File: src/rtl/acm_pkg.sv
// Types, constants and the calibration ROM of the ADC trimmed-mean core.
// Used by acm_div, acm_ctrl, acm_dp and adc_calibrated_trimmed_mean_core.
package acm_pkg;

   localparam int VAL_W    = 11;   // history entry and result width
   localparam int DIV_W    = 17;   // constant divide unit operand width
   localparam int ROM_ROWS = 6;
   localparam int CAL_LEN  = 17;
   localparam int SCALE_MUL = 1000;
   localparam int SCALE_SHIFT = 12;
   localparam int CAL_DIVISOR = 100;
   // Reciprocal multiply: q = (x * ceil(2^24 / d)) >> 24, exact for 17-bit x, d <= 100.
   localparam int RECIP_SHIFT = 24;
   localparam int RECIP_W     = 25;
   localparam int CAL_RECIP   = (2**RECIP_SHIFT + CAL_DIVISOR - 1) / CAL_DIVISOR;

   localparam logic [9:0] CAL_BP [ROM_ROWS][CAL_LEN] = '{
      '{10'd7, 10'd37, 10'd59, 10'd81, 10'd104, 10'd126, 10'd149, 10'd196, 10'd293,
        10'd383, 10'd477, 10'd571, 10'd658, 10'd758, 10'd849, 10'd926, 10'd0},
      '{10'd7, 10'd37, 10'd59, 10'd81, 10'd104, 10'd126, 10'd149, 10'd196, 10'd293,
        10'd383, 10'd477, 10'd571, 10'd658, 10'd758, 10'd849, 10'd926, 10'd0},
      '{10'd7, 10'd37, 10'd59, 10'd81, 10'd104, 10'd126, 10'd149, 10'd196, 10'd293,
        10'd383, 10'd477, 10'd571, 10'd658, 10'd758, 10'd849, 10'd926, 10'd0},
      '{10'd7, 10'd37, 10'd59, 10'd81, 10'd104, 10'd126, 10'd149, 10'd196, 10'd293,
        10'd383, 10'd477, 10'd571, 10'd658, 10'd758, 10'd849, 10'd926, 10'd0},
      '{default: 10'd0},
      '{default: 10'd0}
   };

   localparam logic [6:0] CAL_FAC [ROM_ROWS][CAL_LEN] = '{
      '{7'd0, 7'd68, 7'd85, 7'd93, 7'd96, 7'd99, 7'd101, 7'd102, 7'd102,
        7'd104, 7'd105, 7'd105, 7'd106, 7'd106, 7'd106, 7'd108, 7'd108},
      '{7'd0, 7'd68, 7'd88, 7'd93, 7'd96, 7'd99, 7'd101, 7'd102, 7'd102,
        7'd104, 7'd105, 7'd105, 7'd106, 7'd106, 7'd106, 7'd108, 7'd108},
      '{7'd0, 7'd68, 7'd85, 7'd93, 7'd96, 7'd99, 7'd101, 7'd102, 7'd102,
        7'd104, 7'd105, 7'd105, 7'd106, 7'd106, 7'd106, 7'd108, 7'd108},
      '{7'd0, 7'd68, 7'd83, 7'd93, 7'd96, 7'd99, 7'd101, 7'd102, 7'd102,
        7'd104, 7'd105, 7'd105, 7'd106, 7'd106, 7'd106, 7'd108, 7'd108},
      '{7'd48, 7'd0, 7'd0, 7'd0, 7'd0, 7'd0, 7'd0, 7'd0, 7'd0,
        7'd0, 7'd0, 7'd0, 7'd0, 7'd0, 7'd0, 7'd0, 7'd0},
      '{7'd48, 7'd0, 7'd0, 7'd0, 7'd0, 7'd0, 7'd0, 7'd0, 7'd0,
        7'd0, 7'd0, 7'd0, 7'd0, 7'd0, 7'd0, 7'd0, 7'd0}
   };

   typedef enum logic [3:0] {
      ST_IDLE, ST_DECODE, ST_SCALE, ST_CAL, ST_SDIV_GO, ST_SDIV_WAIT,
      ST_LOAD, ST_RANK, ST_RDIV_GO, ST_RDIV_WAIT, ST_OUT
   } acm_state_type;

   typedef struct packed {
      logic capture;
      logic scale;
      logic cal;
      logic div_start;
      logic div_sel_sum;
      logic hist_write;
      logic cnt_clear;
      logic load_step;
      logic rank_step;
      logic res_load;
      logic res_zero;
   } acm_cmd_type;

   typedef struct packed {
      logic is_read;
      logic read_ok;
      logic take;
      logic load_last;
      logic rank_last;
      logic div_done;
   } acm_stat_type;

   // Segment factor: first segment whose breakpoint is the end marker or
   // whose next breakpoint lies above the value; else the last entry.
   function automatic logic [6:0] calib_factor(input logic [2:0] row,
                                               input logic [9:0] v);
      logic [6:0] fac;
      logic       found;
      logic [2:0] r;
      fac   = CAL_FAC[0][CAL_LEN-1];
      found = 1'b0;
      r     = (row < 3'(ROM_ROWS)) ? row : 3'd0;
      fac   = CAL_FAC[r][CAL_LEN-1];
      for (int i = 0; i < CAL_LEN; i++) begin
         if (!found) begin
            if (CAL_BP[r][i] == 10'd0) begin
               fac   = CAL_FAC[r][i];
               found = 1'b1;
            end else if (i + 1 < CAL_LEN) begin
               if (v < CAL_BP[r][i+1]) begin
                  fac   = CAL_FAC[r][i];
                  found = 1'b1;
               end
            end
         end
      end
      return fac;
   endfunction

endpackage

File: src/rtl/acm_div.sv
// Divide by a constant through a reciprocal multiply; the quotient is registered in the cycle after start.
// Depends on acm_pkg for the operand and reciprocal widths.
module acm_div (
   input  logic                        clock,
   input  logic                        reset,
   input  logic                        start,
   input  logic [acm_pkg::DIV_W-1:0]   dividend,
   input  logic [acm_pkg::RECIP_W-1:0] recip,
   output logic [acm_pkg::DIV_W-1:0]   quotient,
   output logic                        done
);
   import acm_pkg::*;

   localparam int PW = DIV_W + RECIP_W;

   logic [PW-1:0]    prod;
   logic [DIV_W-1:0] quo_ff, quo_in;
   logic             done_ff, done_in;

   assign prod = PW'(dividend) * PW'(recip);

   always_comb begin
      quo_in  = start ? prod[RECIP_SHIFT +: DIV_W] : quo_ff;
      done_in = start;
   end

   always_ff @(posedge clock) begin
      if (reset) begin
         done_ff <= 1'b0;
      end else begin
         done_ff <= done_in;
      end
      quo_ff <= quo_in;
   end

   assign quotient = quo_ff;
   assign done     = done_ff;

endmodule

File: src/rtl/acm_ctrl.sv
// Sequencer of the trimmed-mean core: decodes a word and steps the datapath.
// Depends on acm_pkg for state, command and status types.
module acm_ctrl (
   input  logic                  clock,
   input  logic                  reset,
   input  logic                  start,
   input  acm_pkg::acm_stat_type stat,
   output acm_pkg::acm_cmd_type  cmd,
   output logic                  busy,
   output logic                  strobe
);
   import acm_pkg::*;

   acm_state_type state_ff, state_in;

   always_ff @(posedge clock) begin
      if (reset) begin
         state_ff <= ST_IDLE;
      end else begin
         state_ff <= state_in;
      end
   end

   always_comb begin
      state_in = state_ff;
      cmd      = '0;
      strobe   = 1'b0;
      case (state_ff)
         ST_IDLE: begin
            if (start) begin
               cmd.capture = 1'b1;
               state_in    = ST_DECODE;
            end
         end
         ST_DECODE: begin
            if (stat.is_read) begin
               if (stat.read_ok) begin
                  cmd.cnt_clear = 1'b1;
                  state_in      = ST_LOAD;
               end else begin
                  cmd.res_zero = 1'b1;
                  state_in     = ST_OUT;
               end
            end else if (stat.take) begin
               state_in = ST_SCALE;
            end else begin
               state_in = ST_IDLE;   // drop the word
            end
         end
         ST_SCALE: begin
            cmd.scale = 1'b1;
            state_in  = ST_CAL;
         end
         ST_CAL: begin
            cmd.cal  = 1'b1;
            state_in = ST_SDIV_GO;
         end
         ST_SDIV_GO: begin
            cmd.div_start = 1'b1;
            state_in      = ST_SDIV_WAIT;
         end
         ST_SDIV_WAIT: begin
            if (stat.div_done) begin
               cmd.hist_write = 1'b1;
               state_in       = ST_IDLE;
            end
         end
         ST_LOAD: begin
            cmd.load_step = 1'b1;
            if (stat.load_last) begin
               cmd.cnt_clear = 1'b1;
               state_in      = ST_RANK;
            end
         end
         ST_RANK: begin
            cmd.rank_step = 1'b1;
            if (stat.rank_last) begin
               state_in = ST_RDIV_GO;
            end
         end
         ST_RDIV_GO: begin
            cmd.div_start   = 1'b1;
            cmd.div_sel_sum = 1'b1;
            state_in        = ST_RDIV_WAIT;
         end
         ST_RDIV_WAIT: begin
            if (stat.div_done) begin
               cmd.res_load = 1'b1;
               state_in     = ST_OUT;
            end
         end
         ST_OUT: begin
            strobe   = 1'b1;
            state_in = ST_IDLE;
         end
         default: begin
            state_in = ST_IDLE;
         end
      endcase
   end

   assign busy = (state_ff != ST_IDLE);

endmodule

File: src/rtl/acm_dp.sv
// Datapath: scaling, calibration, history memory, rank-and-sum trim.
// Depends on acm_pkg and acm_div.
module acm_dp #(
   parameter int HISTORY_DEPTH = 9,
   parameter int TRIM_COUNT    = 3,
   parameter int CHANNELS      = 6
) (
   input  logic                   clock,
   input  logic                   reset,
   input  acm_pkg::acm_cmd_type   cmd,
   output acm_pkg::acm_stat_type  stat,
   input  logic                   req_command,
   input  logic [2:0]             req_channel,
   input  logic                   req_sample_done,
   input  logic [11:0]            req_sample_raw,
   input  logic                   csr_we,
   input  logic [5:0]             csr_data,
   output logic [acm_pkg::VAL_W-1:0] rsp_filtered_value
);
   import acm_pkg::*;

   localparam int DEPTH   = CHANNELS * HISTORY_DEPTH;
   localparam int ADDR_W  = $clog2(DEPTH);
   localparam int IDX_W   = $clog2(HISTORY_DEPTH);
   localparam int CNT_W   = $clog2(HISTORY_DEPTH + 1);
   localparam int CH_W    = (CHANNELS > 1) ? $clog2(CHANNELS) : 1;
   localparam int DIVISOR = (2 * TRIM_COUNT < HISTORY_DEPTH) ?
                            HISTORY_DEPTH - 2 * TRIM_COUNT : 1;
   localparam int SUM_RECIP = (2**RECIP_SHIFT + DIVISOR - 1) / DIVISOR;

   logic [5:0]        mask_ff;
   logic              cmd_ff;
   logic [2:0]        ch_ff;
   logic              done_ff;
   logic [11:0]       raw_ff;
   logic [9:0]        v_ff;
   logic [DIV_W-1:0]  prod_ff;
   logic [CNT_W-1:0]  cnt_ff;
   logic [DIV_W-1:0]  sum_ff;
   logic [VAL_W-1:0]  res_ff;
   logic [VAL_W-1:0]  mem_q_ff;
   logic [VAL_W-1:0]  buf_ff [HISTORY_DEPTH];
   logic [IDX_W-1:0]  ptr_ff [CHANNELS];
   logic [CNT_W-1:0]  fill_ff [CHANNELS];
   logic [VAL_W-1:0]  hist_mem [DEPTH];

   logic [CH_W-1:0]   chi;
   logic [ADDR_W-1:0] base, rd_addr, wr_addr;
   logic [VAL_W-1:0]  cur;
   logic [CNT_W-1:0]  rank;
   logic              keep;
   logic [DIV_W-1:0]  quo;
   logic              div_done;
   logic [21:0]       scaled;
   logic [IDX_W-1:0]  ld_idx;

   assign chi     = ch_ff[CH_W-1:0];
   assign base    = ADDR_W'(chi) * ADDR_W'(HISTORY_DEPTH);
   assign rd_addr = base + ADDR_W'(cnt_ff);
   assign wr_addr = base + ADDR_W'(ptr_ff[chi]);
   assign cur     = buf_ff[cnt_ff[IDX_W-1:0]];
   assign ld_idx  = IDX_W'(cnt_ff - CNT_W'(1));
   assign scaled  = (22'(raw_ff) * 22'(SCALE_MUL)) >> SCALE_SHIFT;

   // Rank with ties broken by position; keep the middle band.
   always_comb begin
      rank = '0;
      for (int j = 0; j < HISTORY_DEPTH; j++) begin
         if (buf_ff[j] < cur || (buf_ff[j] == cur && j < int'(cnt_ff))) begin
            rank = rank + CNT_W'(1);
         end
      end
      keep = (int'(rank) >= TRIM_COUNT) && (int'(rank) < HISTORY_DEPTH - TRIM_COUNT);
   end

   always_comb begin
      stat.is_read   = cmd_ff;
      stat.read_ok   = ({1'b0, ch_ff} < 4'(CHANNELS));
      stat.take      = !cmd_ff && done_ff && ({1'b0, ch_ff} < 4'(CHANNELS)) &&
                       ({1'b0, ch_ff} < 4'(ROM_ROWS)) && mask_ff[ch_ff];
      stat.load_last = (cnt_ff == CNT_W'(HISTORY_DEPTH));
      stat.rank_last = (cnt_ff == CNT_W'(HISTORY_DEPTH - 1));
      stat.div_done  = div_done;
   end

   acm_div u_div (
      .clock    (clock),
      .reset    (reset),
      .start    (cmd.div_start),
      .dividend (cmd.div_sel_sum ? sum_ff : prod_ff),
      .recip    (cmd.div_sel_sum ? RECIP_W'(SUM_RECIP) : RECIP_W'(CAL_RECIP)),
      .quotient (quo),
      .done     (div_done)
   );

   always_ff @(posedge clock) begin
      mem_q_ff <= hist_mem[rd_addr];
      if (cmd.hist_write) begin
         hist_mem[wr_addr] <= quo[VAL_W-1:0];
      end
   end

   always_ff @(posedge clock) begin
      if (reset) begin
         mask_ff <= '0;
         cnt_ff  <= '0;
         for (int c = 0; c < CHANNELS; c++) begin
            ptr_ff[c]  <= '0;
            fill_ff[c] <= '0;
         end
      end else begin
         if (csr_we) begin
            mask_ff <= csr_data;
         end
         if (cmd.cnt_clear) begin
            cnt_ff <= '0;
         end else if (cmd.load_step || cmd.rank_step) begin
            cnt_ff <= cnt_ff + CNT_W'(1);
         end
         if (cmd.hist_write) begin
            ptr_ff[chi] <= (ptr_ff[chi] == IDX_W'(HISTORY_DEPTH - 1)) ?
                           '0 : ptr_ff[chi] + IDX_W'(1);
            if (fill_ff[chi] != CNT_W'(HISTORY_DEPTH)) begin
               fill_ff[chi] <= fill_ff[chi] + CNT_W'(1);
            end
         end
      end
   end

   always_ff @(posedge clock) begin
      if (cmd.capture) begin
         cmd_ff  <= req_command;
         ch_ff   <= req_channel;
         done_ff <= req_sample_done;
         raw_ff  <= req_sample_raw;
      end
      if (cmd.scale) begin
         v_ff <= scaled[9:0];
      end
      if (cmd.cal) begin
         prod_ff <= DIV_W'(v_ff) * DIV_W'(calib_factor(ch_ff, v_ff));
      end
      // The read is registered, so each entry is stored at the index before the count; never-written slots read zero.
      if (cmd.load_step && cnt_ff != '0) begin
         buf_ff[ld_idx] <= (cnt_ff <= fill_ff[chi]) ? mem_q_ff : '0;
      end
      if (cmd.cnt_clear) begin
         sum_ff <= '0;
      end else if (cmd.rank_step && keep) begin
         sum_ff <= sum_ff + DIV_W'(cur);
      end
      if (cmd.res_zero) begin
         res_ff <= '0;
      end else if (cmd.res_load) begin
         res_ff <= quo[VAL_W-1:0];
      end
   end

   assign rsp_filtered_value = res_ff;

endmodule

File: src/rtl/adc_calibrated_trimmed_mean_core.sv
// Top level of the calibrated trimmed-mean ADC core.
// Depends on acm_pkg, acm_ctrl, acm_dp (and acm_div through acm_dp).
//
//   channel   ports                                     handshake
//   request   req_command req_channel req_sample_done   start, taken when busy is low
//             req_sample_raw
//   response  rsp_filtered_value                        rsp_strobe, one cycle
//   control   csr_channel_mask                          csr_valid / csr_ready
//
// A taken sample word holds busy through decode, scale, calibrate, divide and write; a
// dropped sample only through decode. A read holds busy through decode, load, rank,
// divide and output, with one memory read per cycle and one rank per cycle; the result
// is strobed in the output state, after which busy falls. A read of a channel out of
// range goes from decode straight to the output state, where it is strobed. Reset is
// synchronous; fill counts make the history read as zero until written. The response
// cannot be stalled; the next word is taken once busy falls.
module adc_calibrated_trimmed_mean_core #(
   parameter int HISTORY_DEPTH = 9,
   parameter int TRIM_COUNT    = 3,
   parameter int CHANNELS      = 6
) (
   input  logic        clock,
   input  logic        reset,
   input  logic        start,
   output logic        busy,
   input  logic        req_command,
   input  logic [2:0]  req_channel,
   input  logic        req_sample_done,
   input  logic [11:0] req_sample_raw,
   output logic        rsp_strobe,
   output logic [10:0] rsp_filtered_value,
   input  logic        csr_valid,
   output logic        csr_ready,
   input  logic [5:0]  csr_channel_mask
);
   import acm_pkg::*;

   acm_cmd_type  cmd;
   acm_stat_type stat;

   assign csr_ready = 1'b1;

   acm_ctrl u_ctrl (
      .clock  (clock),
      .reset  (reset),
      .start  (start),
      .stat   (stat),
      .cmd    (cmd),
      .busy   (busy),
      .strobe (rsp_strobe)
   );

   acm_dp #(
      .HISTORY_DEPTH (HISTORY_DEPTH),
      .TRIM_COUNT    (TRIM_COUNT),
      .CHANNELS      (CHANNELS)
   ) u_dp (
      .clock              (clock),
      .reset              (reset),
      .cmd                (cmd),
      .stat               (stat),
      .req_command        (req_command),
      .req_channel        (req_channel),
      .req_sample_done    (req_sample_done),
      .req_sample_raw     (req_sample_raw),
      .csr_we             (csr_valid & csr_ready),
      .csr_data           (csr_channel_mask),
      .rsp_filtered_value (rsp_filtered_value)
   );

endmodule

File: config.mk
export PLATFORM = sky130hd
export DESIGN_NAME = adc_calibrated_trimmed_mean_core
export DESIGN_NICKNAME = d
export VERILOG_FILES = /design/src/rtl/acm_pkg.sv /design/src/rtl/acm_div.sv /design/src/rtl/acm_ctrl.sv /design/src/rtl/acm_dp.sv /design/src/rtl/adc_calibrated_trimmed_mean_core.sv
export SDC_FILE = /design/constraint.sdc
export NUM_CORES = 2
export LEC_CHECK = 0
export ABC_AREA = 1
export BUFFER_PORTS_ARGS = -buffer_cell sky130_fd_sc_hd__buf_2
export CAP_MARGIN = 20
export CORE_ASPECT_RATIO = 1.4
export CORE_MARGIN = 3
export CORE_UTILIZATION = 58
export CTS_CLUSTER_DIAMETER = 60
export DETAILED_ROUTE_END_ITERATION = 16
export GPL_ROUTABILITY_DRIVEN = 0
export HOLD_SLACK_MARGIN = 0.15
export PLACE_DENSITY = 0.8
export SKIP_LAST_GASP = 1
export SYNTH_ARGS = -nofsm -noshare
export SYNTH_HDL_FRONTEND = slang
export SYNTH_SLANG_ARGS = --single-unit
File: constraint.sdc
create_clock -name clock -period 8 [get_ports clock]
set_input_delay 2.4 -clock clock [delete_from_list [all_inputs] [get_ports clock]]
set_output_delay 2.4 -clock clock [all_outputs]
set_load 0.01 [all_outputs]
# == Yosys cells after proc, flatten, opt, wreduce, memory -nomap -nowiden ==
# Memory sizes are Yosys's and may differ from the RTL's. A register that Yosys moved wholly into a read port is not among the register bits.
# Index checks and enable logic that the tools add are counted.
# word_totals
reg_bits,98
ram_bits,741
mem_bits_ro,2312
inputBits,27
output_inout_bits,14
elab_cells,347
n_memories,6
# classes
n_addsub,15
multipliers,4
magnitude_cmp,41
n_eq_ne,28
n_mux,187
bitwise_logic,1
reduce_logical,52
# mem_list
memory,words,word_bits,read_ports,rd_clocked_by_memory_dff,wr,line_no,text
(no name shown),8,170,1,0,0,acm_pkg.sv:86,if (CAL_BP[r][i] == 10'd0) begin
(no name shown),8,119,1,0,0,acm_pkg.sv:83,fac = CAL_FAC[r][CAL_LEN-1];
u_dp.hist_mem,54,11,1,1,1,acm_dp.sv:45,logic [VAL_W-1:0] hist_mem [DEPTH];
u_dp.buf_ff,9,11,10,1,1,acm_dp.sv:42,logic [VAL_W-1:0] buf_ff [HISTORY_DEPTH];
u_dp.fill_ff,6,4,1,1,6,acm_dp.sv:44,logic [CNT_W-1:0] fill_ff [CHANNELS];
u_dp.ptr_ff,6,4,1,1,6,acm_dp.sv:43,logic [IDX_W-1:0] ptr_ff [CHANNELS];
# ops
operator,count
$mux 7,54
$mux 170,2
$mux 119,2
$logic_not 10->1,17
$lt 10x10->1,16
$eq 11x11->1,9
$lt 11x11->1,9
$mux 1,97
$mux 4,20
$add 4x1->4 const B,11
$pmux 4 s10,1
$mul 17x23->35,1
$eq 4x4->1 const B,6
$mux 23,1
$mul 12x7->19 const B,1
$add 17x11->17,1
$mul 10x7->17,1
$mux 17,1
$eq 4x3->1 const B,4
$logic_and 1x1->1,16
$lt 3x4->1 const A,4
$mux 3,5
$add 6x4->6,2
$mux 11,1
other kinds (27),46

# == Longest topological paths before layout ==
# depth
word_depth,62
ltp_mapped,51
ltp_nobuf,48

# == Cells and area by module ==
# From an unflattened synthesis, not the netlist that was laid out.
# unflattened
hier_cells,6162
hier_area_um2,60777.0
# by_module_without_submodules
module,instances,cells_per_inst,area_each_um2,seq_area_each_um2
acm_dp,1,4096,45571.2,27486.4
acm_div,1,1985,14791.7,530.5
acm_ctrl,1,79,402.9,80.1
adc_calibrated_trimmed_mean_core,1,2,11.3,0.0

# == Least setup slack after synthesis ==
# No wires, ideal clock.
# synth_path
path_type,reg2reg
from,register (tool-made name)
to,register u_dp.sum_ff[12]
setup_time_ps,136
arrival_time_ps,7286
t_required_ps,7864
slack_ps,578
path_stages_with_launch,51
path_buffers,4
period_less_slack_ps,7422
path_cell_list,dfxtp_1 > clkbuf_1 > clkinv_1 > clkbuf_1 > clkbuf_1 > nor2_1 > o221ai_1 > nand3_1 > nand2_1 > inv_1 > ha_1 > nand2_1 > o21ai_0 > a21o_1 > a21oi_1 > o21a_1 > o21a_1 > o21ai_0 > [15 not listed] > nand2_1 > inv_1 > ha_1 > nand2_1 > nand2_1 > ha_1 > or2_2 > and2_1 > ha_1 > nand2_1 > nand2_1 > nand3_1 > nand2_2 > a21oi_4 > nand2_4 > buf_8 > nand2_1 > a21oi_1
# synth_rtl
element,line_no,text
to (signal assigned),acm_dp.sv:150,sum_ff <= sum_ff + DIV_W'(cur);
to (decl),acm_dp.sv:39,logic [DIV_W-1:0] sum_ff;

==> reports/results.txt <==
final-layout fill cell count - 6556
Worst path max stage delay - 0.41 ns
pin count of the biggest net entering global routing - 148
Tmin final - 7.66 ns
Main synth FF type - edfxtp_1
first-pass GRT wire length - 209 mm
routed wl met2 - 68.0 mm
Setup Skew - 0.0657 ns
WL per Instance - 21.9 um
crit path to - u_dp.sum_ff[6]
Slew HR - 21.9%
CP required - 8.59 ns
main combinational cell family by area after synthesis - adder cells
hold slack - 0.460 ns
Post-Route WL - 137 mm
CTS Hold Buffers Added - 0
Synth warnings - 0
crit path max fanout - 10
crit-path most repeated cell - nand2_1
WL met3 - 12.0 mm
Achievable Freq - 131 MHz
post-synthesis sequential area ratio - 52.3%
Clock Sinks - 950
DR top layer - met5
TritonRoute pass-1 iters - 6
Setup crit end kind - flip-flop
fin crit share - 95.7%
Seq cells post-synth - 950
Max Buffers Root-to-Sink - 3
worst-path cell with the longest stage delay - dfxtp_4
IO Count - 41
FF+latch area - 27900 um^2
DR vias/cell - 6.11
Post-Synthesis Cells - 4924
TritonCTS buffer count - 91
Synth async-reset ratio - 0%
CTS Root Cell - clkbuf_16
gr ovfl total - 0
Synth Area in Adders - 18.7%
Die Span Y - 365 um
Final Hold Fails - 0
number of global-route vias before repair - 38528
EDFF count, synth - 889
initial antenna violation count - 2
DRT antenna net count - 0
commonest non-fill, non-tap cell in the layout - edfxtp_1
Register-to-Register Setup Slack - 0.34 ns
port bufs - 39
final instance area - 58900 um^2
Detail Placement HPWL - 93.1 mm
mapped cell area - 53400 um^2
post-synthesis compound-gate area fraction - 10.8%
xor/xnor share of the synthesized area - 1.18%
status - finished, final reports clean
FF-to-FF End - u_dp.sum_ff[6]
CP arrival - 8.24 ns
Syn Area/Cell - 10.8 um^2
die width - 262 um
area of the core - 91100 um^2
FP Rows - 131
critical path class - flip-flop to flip-flop
Max-Cap Viols - 0
most frequent cells in the layout - edfxtp_1 (889), nor2_1 (765), inv_1 (550)
die footprint - 95700 um^2
simple-gate share of the synthesized area - 11.4%
final setup vio count - 0
type of element launching the critical path - flip-flop
worst r2r path cells - 49
Final nets - 5658
Netlist cell types - 61
Worst-Margin Slew - 1.17 ns
H-tree level count - 3
worst min-delay path category - flip-flop to flip-flop
max-slew violations - 0
layout cells sized above 1 - 8.15%
clock slew at reported path FFs - 0.06 ns
Area Overhead vs Synth - 10.4%
metal1 wirelength - 47.7 mm
DR DRC count - 0
placed cell areas - 55100 um^2
number of vias in the routed layout - 38320
post-synthesis mux area share - 0%
gr usage total - 28.1%
Initial DRC Count - 4510
multi-input logic area - 22700 um^2
Starting Density - 58.6%
Ant. Diodes - 0
worst skew pair latency - 0.71 ns
CTS tree - done
Yosys cell counts (10+ instances only):
master      n  area [um^2]
inv_1     555         2080
o32ai_1    17          149
a31oi_1    19          119
nand4_1    15         93.8
xnor2_1    17          149
nand2_2    24          150
o21ai_0   512         2560
o221ai_1   87          762
fa_1      278         5570
ha_1      353         4420
xor2_1     55          482
o31ai_1    10         75.1
dfxtp_1    61         1220
nor3_1     18         90.1
nand3_1   152          761
clkbuf_1  195          732
a21oi_1   170          851
o22ai_1   102          638
edfxtp_1  889        26700
nor2_1    766         2880
o211ai_1   11         82.6
nand2_1   477         1790
a32oi_1    10         87.6
logic make-up (layout without fill, tap and decap cells):
kind of cell | count (synthesis) | in the layout
AND/OR/NAND/NOR | 1496 | 1497
AO/OA/AOI/OAI | 994 | 994
flip-flops | 950 | 950
buffers and inverters | 779 | 913
adder cells (fa/ha/maj) | 631 | 631
XOR/XNOR | 72 | 72
other | 2 | 21
what timing repair did:
item,in CTS,in global routing
setup buffers,0,11
resized for setup,0,58
endpoints found under the setup margin,0,19
worst max-delay path: cells and delay by family, from the launching register on:
| family | cells | cell delay [ns] |
|---|---|---|
| AO/OA/AOI/OAI | 8 | 1.42 |
| adder cells (fa/ha/maj) | 8 | 2.04 |
| buffers and inverters | 11 | 1.08 |
| flip-flops | 1 | 0.41 |
| AND/OR/NAND/NOR | 22 | 2.58 |
through the flow:
| step | setup TNS (ns) | worst slack [ns] | utilization (%) | std cells |
|---|---|---|---|---|
| floorplan | 0 | 0.578 | - | 4943 |
| global placement | 0 | 0.482 | 60.4 | 6055 |
| detailed placement | 0 | 0.151 | 60.5 | 6061 |
| CTS | 0 | 0.0980 | 63.9 | 6232 |
| global route | -2.32 | -0.164 | 64.7 | 6275 |
| finish | 0 | 0.343 | 64.7 | 6275 |
cell type report:
cell class                 count  share of cell area, %
sequential                   950                   47.4
multi-input combinational   3215                   38.6
clock buffer                 118                   4.28
inverter                     570                   3.68
tap                         1197                   2.54
timing repair buffer         172                   2.49
clock inverter                53                   1.07
routing by layer:
layer / track usage [%] / vias up
li1: - / 17159
met1: 32.9 / 18383
met2: 48.2 / 2205
met3: 4.63 / 569
met4: 18.4 / 4
met5: 0 / -
sequential cells by signal, summed over array words and instances (netlist names), 12 cells and up, named ones only:
register / count
u_dp.ptr_ff: 32
u_dp.buf_ff: 176
u_dp.fill_ff: 32
u_dp.prod_ff: 17
u_dp.raw_ff: 12
u_dp.hist_mem: 594
u_dp.sum_ff: 17
worst min path at each step:
stage	startpoint	end	cells after the start
after floorplan	u_dp.sum_ff[16]	u_dp.sum_ff[16]	2
after global placement	u_dp.rsp_filtered_value[6]	u_dp.rsp_filtered_value[6]	2
after detailed placement	u_dp.rsp_filtered_value[9]	u_dp.rsp_filtered_value[9]	2
after CTS	u_dp.rsp_filtered_value[9]	u_dp.rsp_filtered_value[9]	2
after global routing	u_dp.rsp_filtered_value[7]	u_dp.rsp_filtered_value[7]	2
final	u_dp.rsp_filtered_value[9]	u_dp.rsp_filtered_value[9]	2
Power is not shown: default switching activity piles up to over one toggle a cycle in this logic, so the estimate is an artifact.
